### src/sv/tvsg_pkg.sv
// types, port codes and tables shared by the three-voice sound generator
package tvsg_pkg;

    // operation codes of the input word
    typedef enum logic [1:0] {
        OP_TICK   = 2'd0,
        OP_SELECT = 2'd1,
        OP_WRITE  = 2'd2,
        OP_NONE   = 2'd3
    } t_op;

    localparam int NUM_VOICES = 3;

    // register port codes, one per voice where the register is per voice
    localparam logic [4:0] PORT_TONE_LO [NUM_VOICES] = '{5'h00, 5'h02, 5'h04};
    localparam logic [4:0] PORT_TONE_HI [NUM_VOICES] = '{5'h01, 5'h03, 5'h05};
    localparam logic [4:0] PORT_VOLUME  [NUM_VOICES] = '{5'h08, 5'h09, 5'h0A};
    localparam logic [4:0] PORT_ENV_LO  [NUM_VOICES] = '{5'h0B, 5'h10, 5'h12};
    localparam logic [4:0] PORT_ENV_HI  [NUM_VOICES] = '{5'h0C, 5'h11, 5'h13};
    localparam logic [4:0] PORT_SHAPE   [NUM_VOICES] = '{5'h0D, 5'h14, 5'h15};
    localparam logic [4:0] PORT_DUTY    [NUM_VOICES] = '{5'h16, 5'h17, 5'h18};
    localparam logic [4:0] PORT_NOISE_PERIOD = 5'h06;
    localparam logic [4:0] PORT_MIXER        = 5'h07;
    localparam logic [4:0] PORT_NOISE_AND    = 5'h19;
    localparam logic [4:0] PORT_NOISE_OR     = 5'h1A;

    // reset values and limits
    localparam logic [16:0] LFSR_RESET         = 17'h1FFFF;
    localparam logic [12:0] NOISE_PERIOD_RESET = 13'h1FE0;
    localparam logic [12:0] NOISE_PERIOD_MIN   = 13'h0010;
    localparam logic [7:0]  NOISE_AND_RESET    = 8'hFF;
    localparam logic [18:0] ENV_COUNT_MAX      = 19'h7FFFF;
    localparam logic [5:0]  ENV_LEVEL_TOP      = 6'h1F;

    // register writes decoded for one voice
    typedef struct packed {
        logic tone_lo;
        logic tone_hi;
        logic volume;
        logic env_lo;
        logic env_hi;
        logic shape;
        logic duty;
        logic mixer;
        logic tone_off;
        logic noise_off;
    } t_voice_wr;

    // exponential volume curve
    function automatic logic [7:0] vol_curve(input logic [4:0] lvl);
        logic [7:0] v;
        case (lvl)
            5'd0:  v = 8'd1;   5'd1:  v = 8'd1;   5'd2:  v = 8'd1;   5'd3:  v = 8'd2;
            5'd4:  v = 8'd2;   5'd5:  v = 8'd2;   5'd6:  v = 8'd3;   5'd7:  v = 8'd4;
            5'd8:  v = 8'd4;   5'd9:  v = 8'd5;   5'd10: v = 8'd6;   5'd11: v = 8'd7;
            5'd12: v = 8'd9;   5'd13: v = 8'd11;  5'd14: v = 8'd13;  5'd15: v = 8'd15;
            5'd16: v = 8'd18;  5'd17: v = 8'd22;  5'd18: v = 8'd26;  5'd19: v = 8'd31;
            5'd20: v = 8'd37;  5'd21: v = 8'd45;  5'd22: v = 8'd53;  5'd23: v = 8'd63;
            5'd24: v = 8'd75;  5'd25: v = 8'd90;  5'd26: v = 8'd107; 5'd27: v = 8'd127;
            5'd28: v = 8'd151; 5'd29: v = 8'd180; 5'd30: v = 8'd214;
            default: v = 8'd255;
        endcase
        return v;
    endfunction

    // number of leading high steps in each 32-step duty pattern
    function automatic logic [4:0] duty_high(input logic [3:0] sel);
        logic [4:0] h;
        case (sel)
            4'd0: h = 5'd1;
            4'd1: h = 5'd2;
            4'd2: h = 5'd4;
            4'd3: h = 5'd8;
            4'd4: h = 5'd16;
            4'd5: h = 5'd24;
            4'd6: h = 5'd28;
            4'd7: h = 5'd30;
            default: h = 5'd31;
        endcase
        return h;
    endfunction

endpackage

### src/sv/tvsg_if.sv
// valid/ready channel interfaces for command words and level words
interface tvsg_in_if;
    logic       valid;
    logic       ready;
    logic [1:0] op;
    logic [7:0] value;

    modport source (output valid, output op, output value, input ready);
    modport sink (input valid, input op, input value, output ready);
endinterface

interface tvsg_out_if;
    logic       valid;
    logic       ready;
    logic [7:0] voice_a_level;
    logic [7:0] voice_b_level;
    logic [7:0] voice_c_level;

    modport source (output valid, output voice_a_level, output voice_b_level,
                    output voice_c_level, input ready);
    modport sink (input valid, input voice_a_level, input voice_b_level,
                  input voice_c_level, output ready);
endinterface

### src/sv/tvsg_voice.sv
// one voice: tone counter, duty pattern, envelope and gated volume
module tvsg_voice (
    input  logic                 i_clk,
    input  logic                 i_rst_n,
    input  logic                 i_tick,
    input  tvsg_pkg::t_voice_wr  i_wr,
    input  logic [7:0]           i_value,
    input  logic                 i_noise_bit,
    output logic [7:0]           o_level
);

    logic [15:0] r_tone_period, n_tone_period;
    logic [15:0] r_tone_count,  n_tone_count;
    logic [7:0]  r_duty_select, n_duty_select;
    logic [4:0]  r_duty_step,   n_duty_step;
    logic [7:0]  r_volume,      n_volume;
    logic [18:0] r_env_period,  n_env_period;
    logic [18:0] r_env_count,   n_env_count;
    logic [5:0]  r_env_level,   n_env_level;
    logic [7:0]  r_env_shape,   n_env_shape;
    logic        r_env_hold,    n_env_hold;
    logic        r_tone_off,    n_tone_off;
    logic        r_noise_off,   n_noise_off;

    logic [18:0] env_inc;
    logic [15:0] tone_inc;
    logic [5:0]  lvl_step;
    logic [7:0]  shape_step;
    logic        hold_step;

    // register writes and one tick of envelope then tone
    always_comb begin
        n_tone_period = r_tone_period;
        n_tone_count  = r_tone_count;
        n_duty_select = r_duty_select;
        n_duty_step   = r_duty_step;
        n_volume      = r_volume;
        n_env_period  = r_env_period;
        n_env_count   = r_env_count;
        n_env_level   = r_env_level;
        n_env_shape   = r_env_shape;
        n_env_hold    = r_env_hold;
        n_tone_off    = r_tone_off;
        n_noise_off   = r_noise_off;
        env_inc    = (r_env_count != tvsg_pkg::ENV_COUNT_MAX) ? r_env_count + 19'd1
                                                              : r_env_count;
        tone_inc   = r_tone_count + 16'd1;
        lvl_step   = r_env_level;
        shape_step = r_env_shape;
        hold_step  = r_env_hold;

        if (i_wr.tone_lo) n_tone_period = {r_tone_period[15:8], i_value};
        if (i_wr.tone_hi) n_tone_period = {i_value, r_tone_period[7:0]};
        if (i_wr.volume)  n_volume = i_value;
        if (i_wr.duty)    n_duty_select = i_value;
        if (i_wr.env_lo)  n_env_period = {r_env_period[18:11], i_value, 3'b000};
        if (i_wr.env_hi)  n_env_period = {i_value, r_env_period[10:3], 3'b000};
        if (i_wr.mixer) begin
            n_tone_off  = i_wr.tone_off;
            n_noise_off = i_wr.noise_off;
        end
        if (i_wr.shape) begin
            n_env_count = '0;
            n_env_shape = i_value;
            n_env_hold  = 1'b0;
            n_env_level = i_value[2] ? 6'd0 : tvsg_pkg::ENV_LEVEL_TOP;
        end

        if (i_tick) begin
            // envelope period counter, saturating when idle
            n_env_count = env_inc;
            if (r_env_period != '0 && env_inc >= r_env_period) begin
                n_env_count = '0;
                if (!r_env_hold) begin
                    lvl_step = r_env_level + (r_env_shape[2] ? 6'd1 : 6'h3F);
                end
                if (lvl_step[5]) begin
                    if (r_env_shape[3]) begin
                        if (r_env_shape[1:0] == 2'd1 || r_env_shape[1:0] == 2'd2) begin
                            shape_step[2] = ~r_env_shape[2];
                        end
                        if (shape_step[0]) hold_step = 1'b1;
                        lvl_step = shape_step[2] ? 6'd0 : tvsg_pkg::ENV_LEVEL_TOP;
                    end else begin
                        hold_step = 1'b1;
                        lvl_step  = 6'd0;
                    end
                end
                n_env_level = lvl_step;
                n_env_shape = shape_step;
                n_env_hold  = hold_step;
            end
            // tone counter and duty step
            n_tone_count = tone_inc;
            if (tone_inc >= r_tone_period) begin
                n_tone_count = '0;
                n_duty_step  = r_duty_step + 5'd1;
            end
        end
    end

    // gated level from the state after this tick
    logic [4:0] vol_idx;
    logic       duty_hi;
    always_comb begin
        vol_idx = n_volume[5] ? n_env_level[4:0] : n_volume[4:0];
        duty_hi = n_duty_step < tvsg_pkg::duty_high(n_duty_select[3:0]);
        o_level = tvsg_pkg::vol_curve(vol_idx);
        if (!n_tone_off && !duty_hi && n_tone_period >= 16'd2) o_level = 8'd0;
        if (!n_noise_off && !i_noise_bit) o_level = 8'd0;
    end

    // voice state
    always_ff @(posedge i_clk) begin
        if (!i_rst_n) begin
            r_tone_period <= '0;
            r_tone_count  <= '0;
            r_duty_select <= '0;
            r_duty_step   <= '0;
            r_volume      <= '0;
            r_env_period  <= '0;
            r_env_count   <= '0;
            r_env_level   <= '0;
            r_env_shape   <= '0;
            r_env_hold    <= 1'b1;
            r_tone_off    <= 1'b1;
            r_noise_off   <= 1'b1;
        end else begin
            r_tone_period <= n_tone_period;
            r_tone_count  <= n_tone_count;
            r_duty_select <= n_duty_select;
            r_duty_step   <= n_duty_step;
            r_volume      <= n_volume;
            r_env_period  <= n_env_period;
            r_env_count   <= n_env_count;
            r_env_level   <= n_env_level;
            r_env_shape   <= n_env_shape;
            r_env_hold    <= n_env_hold;
            r_tone_off    <= n_tone_off;
            r_noise_off   <= n_noise_off;
        end
    end

endmodule

### src/sv/three_voice_sound_generator_top.sv
// three-voice sound generator top level: command decode, noise source, output buffer
//
// Each accepted command word is one of: a tick, a port select or a data write to the
// selected port. All state updates in the cycle the word is accepted, so a new word
// is taken every clock unless the input stalls; each tick yields one level word (three
// 8-bit voice levels), registered in the output register, or in the skid register if
// the sink stalls. A two-deep output buffer (output register plus skid register) lets
// one more tick in while the sink stalls, and select and write words keep flowing;
// the input stalls only when both entries hold undelivered level words.
module three_voice_sound_generator_top (
    input  logic              i_clk,
    input  logic              i_rst_n,
    tvsg_in_if.sink           i_in,
    tvsg_out_if.source        o_out
);

    localparam int NV = tvsg_pkg::NUM_VOICES;

    logic accept, tick, wr;
    logic [7:0] value;

    // output buffer state
    logic       r_out_valid, r_skid_valid;
    logic [7:0] r_out_level  [NV];
    logic [7:0] r_skid_level [NV];
    logic [7:0] new_level    [NV];

    assign i_in.ready = !r_skid_valid;
    assign accept = i_in.valid && i_in.ready;
    assign tick   = accept && (i_in.op == tvsg_pkg::OP_TICK);
    assign wr     = accept && (i_in.op == tvsg_pkg::OP_WRITE);
    assign value  = i_in.value;

    // port select
    logic [4:0] r_port_select;
    always_ff @(posedge i_clk) begin
        if (!i_rst_n) begin
            r_port_select <= '0;
        end else if (accept && i_in.op == tvsg_pkg::OP_SELECT) begin
            r_port_select <= value[4:0];
        end
    end

    // noise source state
    logic [16:0] r_lfsr, n_lfsr;
    logic [12:0] r_noise_period, n_noise_period;
    logic [12:0] r_noise_count, n_noise_count;
    logic [7:0]  r_noise_step, n_noise_step;
    logic        r_noise_bit, n_noise_bit;
    logic [7:0]  r_noise_and, n_noise_and;
    logic [7:0]  r_noise_or, n_noise_or;
    logic [12:0] noise_inc;
    logic [7:0]  noise_thr;

    // noise writes and one tick at twice the tick rate
    always_comb begin
        n_lfsr         = r_lfsr;
        n_noise_period = r_noise_period;
        n_noise_count  = r_noise_count;
        n_noise_step   = r_noise_step;
        n_noise_bit    = r_noise_bit;
        n_noise_and    = r_noise_and;
        n_noise_or     = r_noise_or;
        noise_inc = r_noise_count + 13'd2;
        noise_thr = (r_lfsr[7:0] & r_noise_and) | r_noise_or;

        if (wr && r_port_select == tvsg_pkg::PORT_NOISE_PERIOD) begin
            n_noise_period = (value != 8'd0) ? {value, 5'b00000}
                                             : tvsg_pkg::NOISE_PERIOD_MIN;
        end
        if (wr && r_port_select == tvsg_pkg::PORT_NOISE_AND) n_noise_and = value;
        if (wr && r_port_select == tvsg_pkg::PORT_NOISE_OR)  n_noise_or  = value;

        if (tick) begin
            n_noise_count = noise_inc;
            if (noise_inc >= r_noise_period) begin
                n_noise_count = noise_inc - r_noise_period;
                n_noise_step  = r_noise_step + 8'd1;
                if (r_noise_step >= noise_thr) begin
                    n_noise_step = 8'd1;
                    n_noise_bit  = ~r_noise_bit;
                    n_lfsr       = {r_lfsr[0] ^ r_lfsr[2], r_lfsr[16:1]};
                end
            end
        end
    end

    always_ff @(posedge i_clk) begin
        if (!i_rst_n) begin
            r_lfsr         <= tvsg_pkg::LFSR_RESET;
            r_noise_period <= tvsg_pkg::NOISE_PERIOD_RESET;
            r_noise_count  <= '0;
            r_noise_step   <= '0;
            r_noise_bit    <= 1'b0;
            r_noise_and    <= tvsg_pkg::NOISE_AND_RESET;
            r_noise_or     <= '0;
        end else begin
            r_lfsr         <= n_lfsr;
            r_noise_period <= n_noise_period;
            r_noise_count  <= n_noise_count;
            r_noise_step   <= n_noise_step;
            r_noise_bit    <= n_noise_bit;
            r_noise_and    <= n_noise_and;
            r_noise_or     <= n_noise_or;
        end
    end

    // per-voice write decode and voices
    for (genvar v = 0; v < NV; v++) begin : g_voice
        tvsg_pkg::t_voice_wr voice_wr;

        always_comb begin
            voice_wr.tone_lo   = wr && r_port_select == tvsg_pkg::PORT_TONE_LO[v];
            voice_wr.tone_hi   = wr && r_port_select == tvsg_pkg::PORT_TONE_HI[v];
            voice_wr.volume    = wr && r_port_select == tvsg_pkg::PORT_VOLUME[v];
            voice_wr.env_lo    = wr && r_port_select == tvsg_pkg::PORT_ENV_LO[v];
            voice_wr.env_hi    = wr && r_port_select == tvsg_pkg::PORT_ENV_HI[v];
            voice_wr.shape     = wr && r_port_select == tvsg_pkg::PORT_SHAPE[v];
            voice_wr.duty      = wr && r_port_select == tvsg_pkg::PORT_DUTY[v];
            voice_wr.mixer     = wr && r_port_select == tvsg_pkg::PORT_MIXER;
            voice_wr.tone_off  = value[v];
            voice_wr.noise_off = value[v + 3];
        end

        tvsg_voice u_voice (
            .i_clk       (i_clk),
            .i_rst_n     (i_rst_n),
            .i_tick      (tick),
            .i_wr        (voice_wr),
            .i_value     (value),
            .i_noise_bit (n_noise_bit),
            .o_level     (new_level[v])
        );
    end

    // output register with skid register behind it
    logic out_free;
    assign out_free = !r_out_valid || o_out.ready;

    always_ff @(posedge i_clk) begin
        if (!i_rst_n) begin
            r_out_valid  <= 1'b0;
            r_skid_valid <= 1'b0;
        end else if (out_free) begin
            r_out_valid  <= r_skid_valid || tick;
            r_skid_valid <= 1'b0;
        end else if (tick) begin
            r_skid_valid <= 1'b1;
        end
    end

    always_ff @(posedge i_clk) begin
        if (out_free) begin
            r_out_level <= r_skid_valid ? r_skid_level : new_level;
        end
        if (!r_skid_valid) begin
            r_skid_level <= new_level;
        end
    end

    assign o_out.valid         = r_out_valid;
    assign o_out.voice_a_level = r_out_level[0];
    assign o_out.voice_b_level = r_out_level[1];
    assign o_out.voice_c_level = r_out_level[2];

endmodule

### src/flat_wrapper.sv
// flat-port wrapper written by rule: the top's interface ports become plain ports
module three_voice_sound_generator_top_flat 
  (i_clk, i_rst_n, i_in_valid, i_in_op, i_in_value, i_in_ready, o_out_valid, o_out_voice_a_level, o_out_voice_b_level, o_out_voice_c_level, o_out_ready);
  tvsg_in_if i_in_i ();
  tvsg_out_if o_out_i ();
  input  logic i_clk;
  input  logic i_rst_n;
  input wire logic [$bits(i_in_i.valid)-1:0] i_in_valid;
  input wire logic [$bits(i_in_i.op)-1:0] i_in_op;
  input wire logic [$bits(i_in_i.value)-1:0] i_in_value;
  output wire logic [$bits(i_in_i.ready)-1:0] i_in_ready;
  output wire logic [$bits(o_out_i.valid)-1:0] o_out_valid;
  output wire logic [$bits(o_out_i.voice_a_level)-1:0] o_out_voice_a_level;
  output wire logic [$bits(o_out_i.voice_b_level)-1:0] o_out_voice_b_level;
  output wire logic [$bits(o_out_i.voice_c_level)-1:0] o_out_voice_c_level;
  input wire logic [$bits(o_out_i.ready)-1:0] o_out_ready;
  assign i_in_i.valid = i_in_valid;
  assign i_in_i.op = i_in_op;
  assign i_in_i.value = i_in_value;
  assign i_in_ready = i_in_i.ready;
  assign o_out_valid = o_out_i.valid;
  assign o_out_voice_a_level = o_out_i.voice_a_level;
  assign o_out_voice_b_level = o_out_i.voice_b_level;
  assign o_out_voice_c_level = o_out_i.voice_c_level;
  assign o_out_i.ready = o_out_ready;
  three_voice_sound_generator_top u_core (.i_clk(i_clk), .i_rst_n(i_rst_n), .i_in(i_in_i), .o_out(o_out_i));
endmodule
### config.mk
export PLATFORM = sky130hd
export DESIGN_NAME = three_voice_sound_generator_top_flat
export DESIGN_NICKNAME = d
export VERILOG_FILES = /design/src/sv/tvsg_pkg.sv /design/src/sv/tvsg_if.sv /design/src/sv/tvsg_voice.sv /design/src/sv/three_voice_sound_generator_top.sv /design/src/flat_wrapper.sv
export SDC_FILE = /design/constraint.sdc
export NUM_CORES = 1
export LEC_CHECK = 0
export BUFFER_PORTS_ARGS = -buffer_cell sky130_fd_sc_hd__buf_2
export CAP_MARGIN = 10
export CORE_ASPECT_RATIO = 0.5
export CORE_MARGIN = 1
export CORE_UTILIZATION = 46
export CTS_CLUSTER_SIZE = 28
export DETAILED_ROUTE_END_ITERATION = 10
export PLACE_DENSITY = 0.69
export SLEW_MARGIN = 20
export SYNTH_ARGS = -nofsm -noshare
export SYNTH_HDL_FRONTEND = slang
export SYNTH_HIERARCHICAL = 1
export SYNTH_SLANG_ARGS = --single-unit
export TNS_END_PERCENT = 10
### constraint.sdc
create_clock -name i_clk -period 5.9 [get_ports i_clk]
set_input_delay 0.295 -clock i_clk [delete_from_list [all_inputs] [get_ports i_clk]]
set_output_delay 0.295 -clock i_clk [all_outputs]
set_load 0.03 [all_outputs]
[After elaboration in Yosys (flattened, before gate mapping)]
Memory sizes are Yosys's and may differ from the RTL's.
Index checks and enable logic that the tools add are counted.
Storage, ports and cells
  register bits: 420
  bits in latches: 0
  memory bits (writable): 0
  ROM bits: 888
  input port bits: 14
  output and inout bits: 26
  logic and storage cells: 373
  memories kept: 6
Operators by class
  $add $sub $neg: 15
  $mul: 0
  divide/modulo/power cells: 0
  order comparisons: 14
  equal/unequal tests: 47
  shift operators: 0
  multiplexer cells: 143
  bitwise operators: 11
  reductions and logical operators: 79
Memory list
  (no name shown): words 32, width 8, read ports 1, clocked after Yosys merged registers in 0, wr ports 0, RTL line tvsg_pkg.sv:52  | case (lvl)
  (no name shown): words 32, width 8, read ports 1, clocked after Yosys merged registers in 0, wr ports 0, RTL line tvsg_pkg.sv:52
  (no name shown): words 32, width 8, read ports 1, clocked after Yosys merged registers in 0, wr ports 0, RTL line tvsg_pkg.sv:52
  (no name shown): words 8, width 5, read ports 1, clocked after Yosys merged registers in 0, wr ports 0, RTL line tvsg_pkg.sv:69  | case (sel)
  (no name shown): words 8, width 5, read ports 1, clocked after Yosys merged registers in 0, wr ports 0, RTL line tvsg_pkg.sv:69
  (no name shown): words 8, width 5, read ports 1, clocked after Yosys merged registers in 0, wr ports 0, RTL line tvsg_pkg.sv:69
Operators with widths (count)
  two-way mux 19 bit: 15
  two-way mux 8 bit: 19
  two-way mux 6 bit: 24
  two-way mux 5 bit: 22
  two-way mux 16 bit: 6
  adder 19 x 1 -> 19 bit, second input constant: 3
  >= comparator 19 bit: 3
  != test 19 bit, second input constant: 3
  nonzero test 19 bit: 3
  equality test 5 bit, second input constant: 11
  adder 16 x 1 -> 16 bit, second input constant: 3
  >= comparator 16 bit: 3
  >= comparator 16 x 2 -> 1 bit, second input constant: 3
  two-way mux 1 bit: 48
  logical AND 1 bit: 41
  two-way mux 11 bit: 3
  equality test 5 x 4 -> 1 bit, second input constant: 6
  two-way mux 13 bit: 2
  two-way mux 24 bit: 1
  equality test 5 x 3 -> 1 bit, second input constant: 4
  AND reduction 2 bit: 10
  adder 6 bit: 3
  != test 3 bit, second input constant: 6
  adder 5 x 1 -> 5 bit, second input constant: 3
  other kinds (25): 64

[Logic depth before layout (Yosys ltp)]
Gate-level depths: netlist (run 1).
An unclocked memory read counts as a cell.
  word-level depth: 19
  depth in mapped cells: 27

[Cells and area by module]
The synthesis (run 1) kept the hierarchy.
By module, submodules not included
  tvsg_voice (u_core.g_voice[2].u_voice): times used 1, cells an instance 766, area an instance 6329.8 um^2, sequential area each 1901.8 um^2
  tvsg_voice (u_core.g_voice[0].u_voice): times used 1, cells an instance 764, area an instance 6257.3 um^2, sequential area each 1901.8 um^2
  tvsg_voice (u_core.g_voice[1].u_voice): times used 1, cells an instance 747, area an instance 6053.3 um^2, sequential area each 1901.8 um^2
  three_voice_sound_generator_top: times used 1, cells an instance 504, area an instance 5276.3 um^2, sequential area each 2602.5 um^2

[Worst setup path after synthesis (run 1)]
OpenSTA, ideal clock, no wires.
  kind: reg-to-reg
  start point: register u_core.g_voice[2].u_voice.r_tone_count[0]
  end point: register u_core.r_out_level (netlist bit u_core/o_out.voice_c_level[0]) (data pin)
  library setup time: 262 ps
  arrival time: 5126 ps
  data required time: 5638 ps
  slack: 512 ps
  stages on the path, launching flop included: 28
  buffers on the path: 0
  period minus slack after synthesis: 5388 ps
  cell sequence: dfxtp_1 > ha_1 > and3_1 > and3_1 > and3_1 > and3_1 > and3_1 > nand3_1 > xnor2_1 > ha_1 > a21o_1 > a21oi_1 > o21ai_0 > a21o_1 > and2_1 > nand2_1 > xnor2_1 > ha_1 > a21o_1 > a21o_1 > a21oi_1 > a211o_1 > a2111o_1 > o211ai_1 > a21o_1 > o21bai_1 > o32ai_2 > mux2_2
RTL lines
  from (decl): RTL line tvsg_voice.sv:13  | logic [15:0] r_tone_count, n_tone_count;
  from (signal assigned): RTL line tvsg_voice.sv:130  | r_tone_count <= n_tone_count;
  to (signal assigned): RTL line three_voice_sound_generator_top.sv:154  | r_out_level <= r_skid_valid ? r_skid_level : new_level;
  to (decl): RTL line three_voice_sound_generator_top.sv:24  | logic [7:0] r_out_level [NV];

==> results of run 1 <==
[sequential cells by signal, indices dropped and copies added (netlist names), 15 cells and up]
register,count
u_core/r_lfsr,17
u_core/g_voice.u_voice/r_tone_period,48
u_core/g_voice.u_voice/r_env_count,57
u_core/r_skid_level,24
u_core/g_voice.u_voice/r_tone_count,48
u_core/g_voice.u_voice/r_volume,18
u_core/g_voice.u_voice/r_env_level,18
u_core/g_voice.u_voice/r_duty_step,15
u_core/g_voice.u_voice/r_env_period,48
[worst reg2reg max path, cell delays in order, from the launching register on]
cell      delay (ps)
dfxtp_1          380
ha_4             170
and3_2           230
and3_4           210
and3_2           220
and3_4           210
and3_2           230
nand3_1          130
xnor2_2          170
ha_1             310
nand4_1          180
nor3_2           220
a21o_1           150
and2_4           160
nand2_1           70
xnor2_1          140
ha_1             310
a21o_1           120
a21o_1           110
a21oi_1           70
a211o_1          290
a2111o_1         360
o211ai_1         250
buf_4            210
nand2b_1         130
o22ai_1          100
mux2_2           280
[metal layers]
| layer | track usage [%] | part of all wire (%) | up-vias |
|---|---|---|---|
| met4 | 6.11 | 2.2 | 0 |
| met5 | 0 | 0 | - |
| met1 | 27.3 | 48 | 9242 |
| li1 | - | - | 9781 |
| met2 | 34.4 | 46 | 336 |
| met3 | 2.64 | 4.0 | 75 |
[power by group through the flow]
stage | sequential, mW | clock, mW | combinational, mW
2_1_floorplan | 2.84 | 0 | 0.146
3_3_place_gp | 2.83 | 0 | 0.233
3_5_place_dp | 2.83 | 0 | 0.235
4_1_cts | 2.77 | 2.73 | 0.236
5_1_grt | 2.77 | 2.85 | 0.260
6_report | 2.77 | 2.68 | 0.237
[placed cells by master, fill, tap and decap left out, types with 36 or more instances in the layout]
cell type,n
a21boi_0,57
a21o_1,43
a21oi_1,151
and2_1,61
and3_1,38
buf_2,38
buf_4,47
clkbuf_16,42
dfxtp_1,375
ha_1,155
inv_1,143
mux2_2,45
mux2i_1,138
nand2_1,251
nand3_1,57
nand3b_1,42
nand4_1,38
nor2_1,209
nor2b_1,130
nor3_1,39
nor4_1,36
o21ai_0,115
xnor2_1,66
xor2_1,67
[repair_timing]
item / CTS / global route
setup buffers: 0 / 7
endpoints found under the setup margin: 0 / 48
gates resized for setup: 0 / 53
[how the worst max path moves through the flow]
stage / to / slack (ps) / cells past startpoint
2_1_floorplan: u_core/o_out.voice_c_level[0] / 510 / 27
3_3_place_gp: u_core/o_out.voice_c_level[0] / 210 / 27
6_report: u_core/o_out.voice_c_level[1] / 270 / 26
4_1_cts: u_core/o_out.voice_c_level[0] / 9 / 27
5_1_grt: u_core/o_out.voice_b_level[6] / -100 / 26
3_5_place_dp: u_core/o_out.voice_c_level[0] / 30 / 27
[final cells by class]
class | instances | area [um^2] | share of cell area (%)
multi-input combinational | 2099 | 14700 | 55.8
sequential | 403 | 8310 | 31.6
clock buffer | 57 | 1160 | 4.39
tap | 690 | 863 | 3.28
timing repair buffer | 86 | 554 | 2.10
inverter | 146 | 548 | 2.08
clock inverter | 16 | 203 | 0.770
antenna | 3 | 7.51 | 0.0285
[stage by stage]
stage	cells	hold WS (ps)	utilization [%]	worst slack [ps]	total power [mW]
floorplan	2781	417	-	512	2.98
global placement	3417	442	48.7	212	3.06
detailed placement	3417	446	48.7	26.4	3.07
CTS	3490	44.4	51.4	8.55	5.74
global route	3500	77.0	51.8	-95.2	5.88
finish	3500	71.7	51.8	273	5.68
[synth_stat cells, types with 8 or more instances]
| cell type | n |
|---|---|
| o31ai_1 | 8 |
| a31oi_1 | 9 |
| o21ai_0 | 117 |
| mux2i_1 | 138 |
| dfxtp_1 | 379 |
| ha_1 | 158 |
| and2_1 | 63 |
| edfxtp_1 | 24 |
| nor2_1 | 211 |
| a21oi_1 | 154 |
| xor2_1 | 67 |
| nand3_1 | 58 |
| nor4_1 | 37 |
| clkbuf_1 | 106 |
| a211o_1 | 9 |
| nand4_1 | 38 |
| nor3_1 | 43 |
| nand3b_1 | 42 |
| and3_1 | 59 |
| a21o_1 | 43 |
| mux2_2 | 45 |
| o21a_1 | 21 |
| a211oi_1 | 14 |
| o211ai_1 | 20 |
| or2_2 | 11 |
| nor2b_1 | 130 |
| o31a_1 | 8 |
| inv_1 | 143 |
| a21boi_0 | 57 |
| and4_1 | 8 |
| nand2b_1 | 27 |
| nand2_1 | 251 |
| a22oi_1 | 27 |
| xnor2_1 | 69 |
| buf_2 | 12 |
[logic make-up (layout without fill, tap and decap cells)]
logic type | Yosys count | count (layout) | share of synthesized area [%]
simple gates | 1031 | 1031 | 22.4
compound gates | 580 | 580 | 16.3
flops | 403 | 403 | 34.7
buf+inv | 279 | 305 | 4.65
mux | 188 | 188 | 8.15
fa+ha+maj | 162 | 162 | 8.60
xor+xnor | 138 | 138 | 5.16
other cells | 0 | 3 | 0
==> run metrics, run 1 <==
f_max=between 0.15 and 0.2 GHz; layout cells sized above 1=a little over a tenth; hold_sp=o_out_ready; die area=53000 um^2; worst path arrival time=around 5900 ps; CTS tree=done; clk_lat worst skew=560 ps; Longest Clk Path Bufs=3; Sw Ratio=a little under a quarter; TNS Setup=0 ps; sequential share of the synthesized area=between 30% and 40%; total CTS buffers=40; Crit Reg-Reg Startpoint=u_core/g_voice[2].u_voice/r_tone_count[0]; placed cell areas=between 20000 and 25000 um^2; Final Skew=about 22 ps; Synth Warn #=6; # DRC=0; Via density=~5.6; switching power=approximately 1.3 mW; Min-Delay Endpoint=u_core/r_skid_valid; Port Buffers=39; Rows=just under 60; Overflow after GRT=0; hold crit path type=in -> reg; Initial DRT Pass Iterations=5; vias post-DR=between 15k and 20k; GP Congestion=~0.86; post-synthesis instance area=between 20000 and 25000 um^2; prevailing post-synth register cell=dfxtp_1; share of power burned in registers=approximately 50%; Slew Limit Fails=0; cell internal pwr=between 4 and 5 mW; Core ar.=roughly 51000 um^2; Total Nets Final=2952; Fillers=approximately 4.8k; Die Ht=163 um; number of hold violations in the final report=0; first-pass GRT wire length=approximately 91 mm; Slowest Stage Delay on Critical Path=about 380 ps; Yosys top cell by area=dfxtp_1; CP max-delay cell=dfxtp_1; RSZ-0062 raised after global routing=yes; # IOs=40; Slew HR=about a quarter; H-tree depth=2; die width=324 um; Root Buffer=clkbuf_16; outcome=finished clean; MaxCap Viol Count=0; Post-CTS Hold Fix Bufs=0; initial antenna violation count=3; initial DRC count=between 1k and 1.5k; CP top delay family=simple AND/OR/NAND/NOR gates; CP Capture Type=flop; min cycle time layout=around 5600 ps; final wirelength=55.2 mm; Area Overhead vs Synth=10.1%; dpl hpwl=roughly 37 mm; synthesized net count=around 3.0k; Cells after Synth=2781; Leak Pwr=10.6 nW; clk slew on worst S/H paths=about 60 ps; Routed Antenna Nets=0; vias in the first global route=~18k; routed length per instance=~16 um; clock power share=around 47%; syn avg cell area=around 8.6 um^2; CP max FO=4; Combinational Power Share=between 4 and 5%; top post-synthesis cells by area=dfxtp_1 (32%), ha_1 (8.3%), mux2i_1 (5.8%); pwr/cell area=~220 nW/um^2; Post-synth EDFFs=24; crit share post-route=a little over nine tenths; Worst Reg-to-Reg Cells=26; R2R Path End=u_core/o_out.voice_c_level[1]; FF-to-FF setup slack=270 ps; maximum VDD drop=0.000200 V; final design area excluding fillers=26300 um^2; Worst setup startpoint=u_core/g_voice[2].u_voice/r_tone_count[0]; hold path depth=3; crit start category=flop; Critical Path RT=slightly above 6000 ps; Final setup viols=0; asr flop ratio synth=0%; Initial Util=between 40% and 50%; TritonCTS sink count=403; Tightest Pin Transition=1110 ps; Crit Path Category=reg -> reg; Synth top area share=31.7%; Synth cell types=between 100 and 150; gr usage total=20.4%; synthesized flop and latch total=403; worst path bufs/invs=1; largest net degree at the start of global routing=105
Note: power is estimated with default switching activity, not from simulation.
==> inputs of run 2 (changes only) <==
--- a/config.mk
+++ b/config.mk
@@ -5,6 +5,7 @@
 export SDC_FILE = /design/constraint.sdc
 export NUM_CORES = 1
 export LEC_CHECK = 0
+export ABC_AREA = 1
 export BUFFER_PORTS_ARGS = -buffer_cell sky130_fd_sc_hd__buf_2
 export CAP_MARGIN = 10
 export CORE_ASPECT_RATIO = 0.5
==> run 2 against run 1 <==
Compared with the run above: register-to-register slack better by 480 ps; via count up 8.2%; setup slack better by 480 ps.
==> run metrics, run 2 <==
Min-Delay Endpoint=u_core/g_voice[2].u_voice/r_env_hold; Core ar.=slightly above 50000 um^2; Total Nets Final=3545; Slew Limit Fails=0; Yosys top cell by area=dfxtp_1; Initial Util=between 40% and 50%; Root Buffer=clkbuf_16; vias post-DR=~21k; prevailing post-synth register cell=dfxtp_1; most frequent cells after synthesis=nand2_1 (828), inv_1 (391), dfxtp_1 (379); CP max FO=5; Via density=between 5 and 6; min cycle time layout=5150 ps; H-tree depth=2; Post-CTS Hold Fix Bufs=0; hold crit path type=in -> reg; adder-cell share of the synthesized area=under 10%; largest family of logic cells by synthesized area=simple AND/OR/NAND/NOR gates; Cells after Synth=approximately 3.4k; synthesized net count=~3.5k; # IOs=40; Port Buffers=39; CTS tree=done; layout cells sized above 1=8.30%; pwr/cell area=219 nW/um^2; Longest Clk Path Bufs=3; vias in the first global route=around 20k; asr flop ratio synth=0%; Die Ht=around 160 um; syn avg cell area=between 7 and 8 um^2; Final Skew=about 21 ps; Critical Path RT=about 6300 ps; Post-CTS Setup Inserts=0; simple-gate portion of the synthesized area=around 30%; post-synthesis compound-gate area fraction=about 14%; routed length per instance=between 10 and 15 um; sequential share of the synthesized area=about a third; Worst setup startpoint=u_core/g_voice[2].u_voice/r_tone_count[0]; f_max=0.194 GHz; TritonCTS sink count=between 400 and 500; clk slew on worst S/H paths=around 70 ps; MaxCap Viol Count=0; crit share post-route=~87%; most frequent cells in the layout=nand2_1 (828), inv_1 (391), dfxtp_1 (379); Inst Count DP=around 4k; die width=around 320 um; Post-synth EDFFs=24; initial DRC count=between 1k and 1.5k; CP max-delay cell=dfxtp_1; max FFs per register=57; initial antenna violation count=0; dpl hpwl=40.5 mm; final wirelength=around 57 mm; crit start category=flop; Initial DRT Pass Iterations=6; outcome=finished clean; FF-to-FF setup slack=between 700 and 800 ps; GRT met3 Usage=~3.0%; post-synthesis instance area=~24000 um^2; Finished Layout Cells=4088; Crit Reg-Reg Startpoint=u_core/g_voice[2].u_voice/r_tone_count[0]; # DRC=0; count leader, synth=nand2_1; post-cts gate resize count=0; CP dominant cell by count=nand2_1; number of hold violations in the final report=0; top post-synthesis cells by area=dfxtp_1 (32%), nand2_1 (13%), ha_1 (8.3%); Slew HR=approximately 27%; Leak Pwr=~12 nW; hold_sp=i_rst_n; R2R Path End=u_core/o_out.voice_c_level[5]; hold path depth=2; clk_lat worst skew=550 ps; worst path arrival time=between 5000 and 6000 ps; die area=about 52000 um^2; Worst Reg-to-Reg Cells=31; number of inserted diodes=0; met1 GRT Util=28.8%; Overflow after GRT=0; mux cell area share after synthesis=0%; Crit Path Category=reg -> reg; largest net degree at the start of global routing=72; most common cell after layout, fill and taps aside=nand2_1; Slowest Stage Delay on Critical Path=around 400 ps; Routed Antenna Nets=0; RSZ-0062 raised after global routing=no; Top reg by flops=u_core/g_voice.u_voice/r_env_count; met2 Use GR=about 37%; first-pass GRT wire length=~94 mm; Fillers=~5k; Final setup viols=0; GR peak layer=met2; Synth top area share=32.0%; GP Congestion=between 0.9 and 1; maximum VDD drop=0.000181 V; gr usage total=between 20 and 25%; total CTS buffers=39; Tightest Pin Transition=~1100 ps; Rows=slightly below 60; Synth Warn #=6; Area Overhead vs Synth=8.58%; post-synthesis xor/xnor area fraction=4.25%; Synth cell types=57; TNS Setup=0 ps; CP Capture Type=flop; synthesized flop and latch total=slightly above 400
[run 2: changes by cell type after synthesis, moves of 38 or more]
cell,previous run,this run
nand2_1,251,828
inv_1,143,391
a21oi_1,154,312
mux2i_1,138,0
nor2b_1,130,0
nand3_1,58,186
nor2_1,211,314
o21ai_0,117,207
and2_1,63,1
and3_1,59,1
a21boi_0,57,0
mux2_2,45,0
a21o_1,43,5
nand3b_1,42,4
[run 2: final cells by class]
class / count / area (um^2) / share of cell area, %
multi-input cells: 2457 / 13400 / 52.1
flip-flops and latches: 403 / 8310 / 32.3
inverters: 415 / 1570 / 6.10
clock buffers: 56 / 1130 / 4.40
well taps: 690 / 863 / 3.36
repair buffers: 53 / 303 / 1.18
clock inverters: 14 / 139 / 0.540
[run 2: how the worst max path moves through the flow]
| stage | slack (ps) | depth (start not counted) | to |
|---|---|---|---|
| after floorplan | 1440 | 31 | u_core/o_out.voice_c_level[5] |
| after global placement | 830 | 31 | u_core/o_out.voice_c_level[5] |
| after detailed placement | 690 | 31 | u_core/o_out.voice_c_level[5] |
| after CTS | 650 | 31 | u_core/o_out.voice_c_level[4] |
| after global routing | 30 | 31 | u_core/o_out.voice_b_level[6] |
| final | 750 | 31 | u_core/o_out.voice_c_level[5] |
[run 2: routing by layer]
metal | part of all wire (%) | wire, um
met2 | 46 | 26100
met4 | 2.2 | 1260
met1 | 47 | 26600
met3 | 4.6 | 2590
met5 | 0 | 0
[run 2: worst max-delay path: cells and delay by family (launching register included)]
family	cells	cell delay [ps]
and+or+nand+nor	21	2860
adders and majority gates	3	810
AOI/OAI and AO/OA	2	430
DFF	1	400
buffers and inverters	3	280
xor gates and xnor gates	2	260
[run 2: logic make-up after synthesis]
kind of cell	after synthesis
AOI/OAI and AO/OA	612
xor gates and xnor gates	115
adders and majority gates	162
buffers and inverters	510
DFF	403
and+or+nand+nor	1568
[run 2: stage by stage]
stage | cell area, um^2 | setup WS [ps] | power (mW) | utilization (%) | hold slack, ps
floorplan | 23700 | 1440 | 3.04 | - | 418
global placement | 24400 | 834 | 3.13 | 48.4 | 429
detailed placement | 24400 | 690 | 3.14 | 48.4 | 434
CTS | 25700 | 654 | 5.69 | 50.9 | 141
global route | 25700 | 34.9 | 5.84 | 50.9 | 178
finish | 25700 | 752 | 5.62 | 50.9 | 156
[run 2: power breakdown]
part	switching, mW	leakage [nW]	internal, mW
clock network	1.11	0.615	1.43
registers	0.0161	3.34	2.77
logic	0.219	7.58	0.0746
==> inputs of run 3 (changes only) <==
--- a/config.mk
+++ b/config.mk
@@ -11,6 +11,7 @@
 export CORE_ASPECT_RATIO = 0.5
 export CORE_MARGIN = 1
 export CORE_UTILIZATION = 46
+export CTS_BUF_LIST = sky130_fd_sc_hd__clkbuf_4
 export CTS_CLUSTER_SIZE = 28
 export DETAILED_ROUTE_END_ITERATION = 10
 export PLACE_DENSITY = 0.69
==> run 3 against run 2 <==
Compared with the run above: sequential share of layout area shrank 0.18 points; setup slack gained 15 ps; first-iteration DRC count shrank 0.49%; register-to-register slack is essentially flat; clock power shrank 6%; sequential cell count is the same; non-clock buffer count grew 14; largest cell class unchanged; largest power group unchanged.
==> run metrics, run 3 (synthesis gave the netlist of run 2 again) <==
worst path arrival time=slightly below 6000 ps; CP max-delay cell=dfxtp_1; most frequent cells in the layout=nand2_1 (828), inv_1 (391), dfxtp_1 (379); Overflow after GRT=0; Min-Delay Endpoint=u_core/r_noise_count[1]; maximum VDD drop=0.000153 V; Final Skew=82.7 ps; Post-CTS Setup Inserts=0; Tightest Pin Transition=~1100 ps; Critical Path RT=~6600 ps; final wirelength=between 50 and 60 mm; largest net degree at the start of global routing=between 70 and 80; dpl hpwl=40.5 mm; initial DRC count=roughly 1.4k; first-pass GRT wire length=~95 mm; # IOs=40; Total Nets Final=3618; clk_lat worst skew=about 860 ps; cell internal pwr=between 4 and 5 mW; min cycle time layout=between 5000 and 6000 ps; Initial Util=a little under half; top layer in use=met4; Storage cell area=a little over 8000 um^2; crit start category=flop; hold crit path type=in -> reg; RSZ-0062 raised after global routing=no; gr usage total=21.9%; Sw Ratio=26.0%; number of hold violations in the final report=0; GP Congestion=slightly above 0.9; die width=323 um; CP max FO=5; wl on met1=between 20 and 30 mm; Slowest Stage Delay on Critical Path=about 400 ps; switching power=~1.4 mW; Hold WS=84.9 ps; met2 routed WL=26.4 mm; total CTS buffers=slightly below 100; R2R Path End=u_core/o_out.voice_c_level[5]; Final setup viols=0; Slew Limit Fails=0; max FFs per register=between 50 and 60; hold_sp=i_in_valid; pwr/cell area=212 nW/um^2; Core ar.=between 50000 and 60000 um^2; Longest Clk Path Bufs=3; TNS Setup=0 ps; Fillers=5097; Port Buffers=39; layout cells sized above 1=10.6%; H-tree depth=3; Inst Count DP=4018; TritonCTS sink count=between 400 and 500; Routed Antenna Nets=0; Combinational Power Share=under 10%; Worst Reg-to-Reg Cells=31; clock power share=43.7%; CP Capture Type=flop; die area=52500 um^2; Rows=58; Initial DRT Pass Iterations=6; Slew HR=between 20 and 30%; clk slew on worst S/H paths=around 70 ps; FF-to-FF setup slack=~770 ps; most common cell after layout, fill and taps aside=nand2_1; Die Ht=approximately 160 um; vias post-DR=roughly 22k; Crit Reg-Reg Startpoint=u_core/g_voice[2].u_voice/r_tone_count[0]; Root Buffer=clkbuf_4; Via density=between 5 and 6; DR WL met3=between 3 and 4 mm; Finished Layout Cells=4207; CTS tree=done; MaxCap Viol Count=0; Top reg by flops=u_core/g_voice.u_voice/r_env_count; # DRC=0; routed length per instance=13.7 um; vias in the first global route=20.1k; f_max=between 0.15 and 0.2 GHz; hold path depth=5; outcome=finished clean; crit share post-route=approximately 87%; Leak Pwr=11.7 nW; Area Overhead vs Synth=9.18%; initial antenna violation count=1; share of power burned in registers=approximately 51%; area occupied by multi-input gates=13400 um^2; CP dominant cell by count=nand2_1; Crit Path Category=reg -> reg
[run 3: worst max-delay path: cells and delay by family, from the launching register on]
family | cells | cell delay, ps
flops | 1 | 400
buf+inv | 3 | 280
xor+xnor | 2 | 260
compound gates | 2 | 420
fa+ha+maj | 3 | 810
simple gates | 21 | 2810
[run 3: per-stage QoR]
step	area, um^2	total power, mW	setup WS, ps	util (%)
4_1_cts	25800	5.56	635	51.2
5_1_grt	25900	5.75	25.3	51.2
2_1_floorplan	23700	3.04	1440	-
6_report	25900	5.48	766	51.2
3_3_place_gp	24400	3.13	834	48.4
3_5_place_dp	24400	3.14	690	48.4
[run 3: worst max-delay path by stage]
stage,startpoint,end,cells after the start
detailed placement,u_core/g_voice[2].u_voice/r_tone_count[0],u_core/o_out.voice_c_level[5],31
floorplan,u_core/g_voice[2].u_voice/r_tone_count[0],u_core/o_out.voice_c_level[5],31
global placement,u_core/g_voice[2].u_voice/r_tone_count[0],u_core/o_out.voice_c_level[5],31
CTS,u_core/g_voice[2].u_voice/r_tone_count[0],u_core/o_out.voice_c_level[5],31
global route,u_core/g_voice[2].u_voice/r_tone_count[0],u_core/o_out.voice_c_level[5],31
finish,u_core/g_voice[2].u_voice/r_tone_count[0],u_core/o_out.voice_c_level[5],31
[run 3: final cells by class]
type                            count  share of cell area [%]
Multi-Input combinational cell   2457                    51.8
Sequential cell                   403                    32.1
Inverter                          415                    6.07
Clock buffer                      137                    3.98
Tap cell                          690                    3.34
Timing Repair Buffer               67                    1.71
Clock inverter                     34                   0.905
Antenna cell                        4                  0.0387
[run 3: power by group through the flow]
stage	Clock, mW	Combinational [mW]	Sequential, mW
after global routing	2.63	0.332	2.79
after detailed placement	0	0.293	2.85
after CTS	2.48	0.301	2.78
after floorplan	0	0.187	2.86
final	2.40	0.302	2.78
after global placement	0	0.287	2.85
[run 3: repair_timing]
action | CTS | global route
hold buffers | 14 | 0
hold endpoints to repair | 94 | 0
gates resized for setup | 0 | 1
endpoints found under the setup margin | 0 | 5
[run 3: metal layers]
| metal | global-route usage, % | vias to the layer above |
|---|---|---|
| met5 | 0 | - |
| met4 | 6.01 | 0 |
| met3 | 4.30 | 69 |
| met2 | 36.7 | 465 |
| met1 | 28.8 | 9883 |
| li1 | - | 11203 |
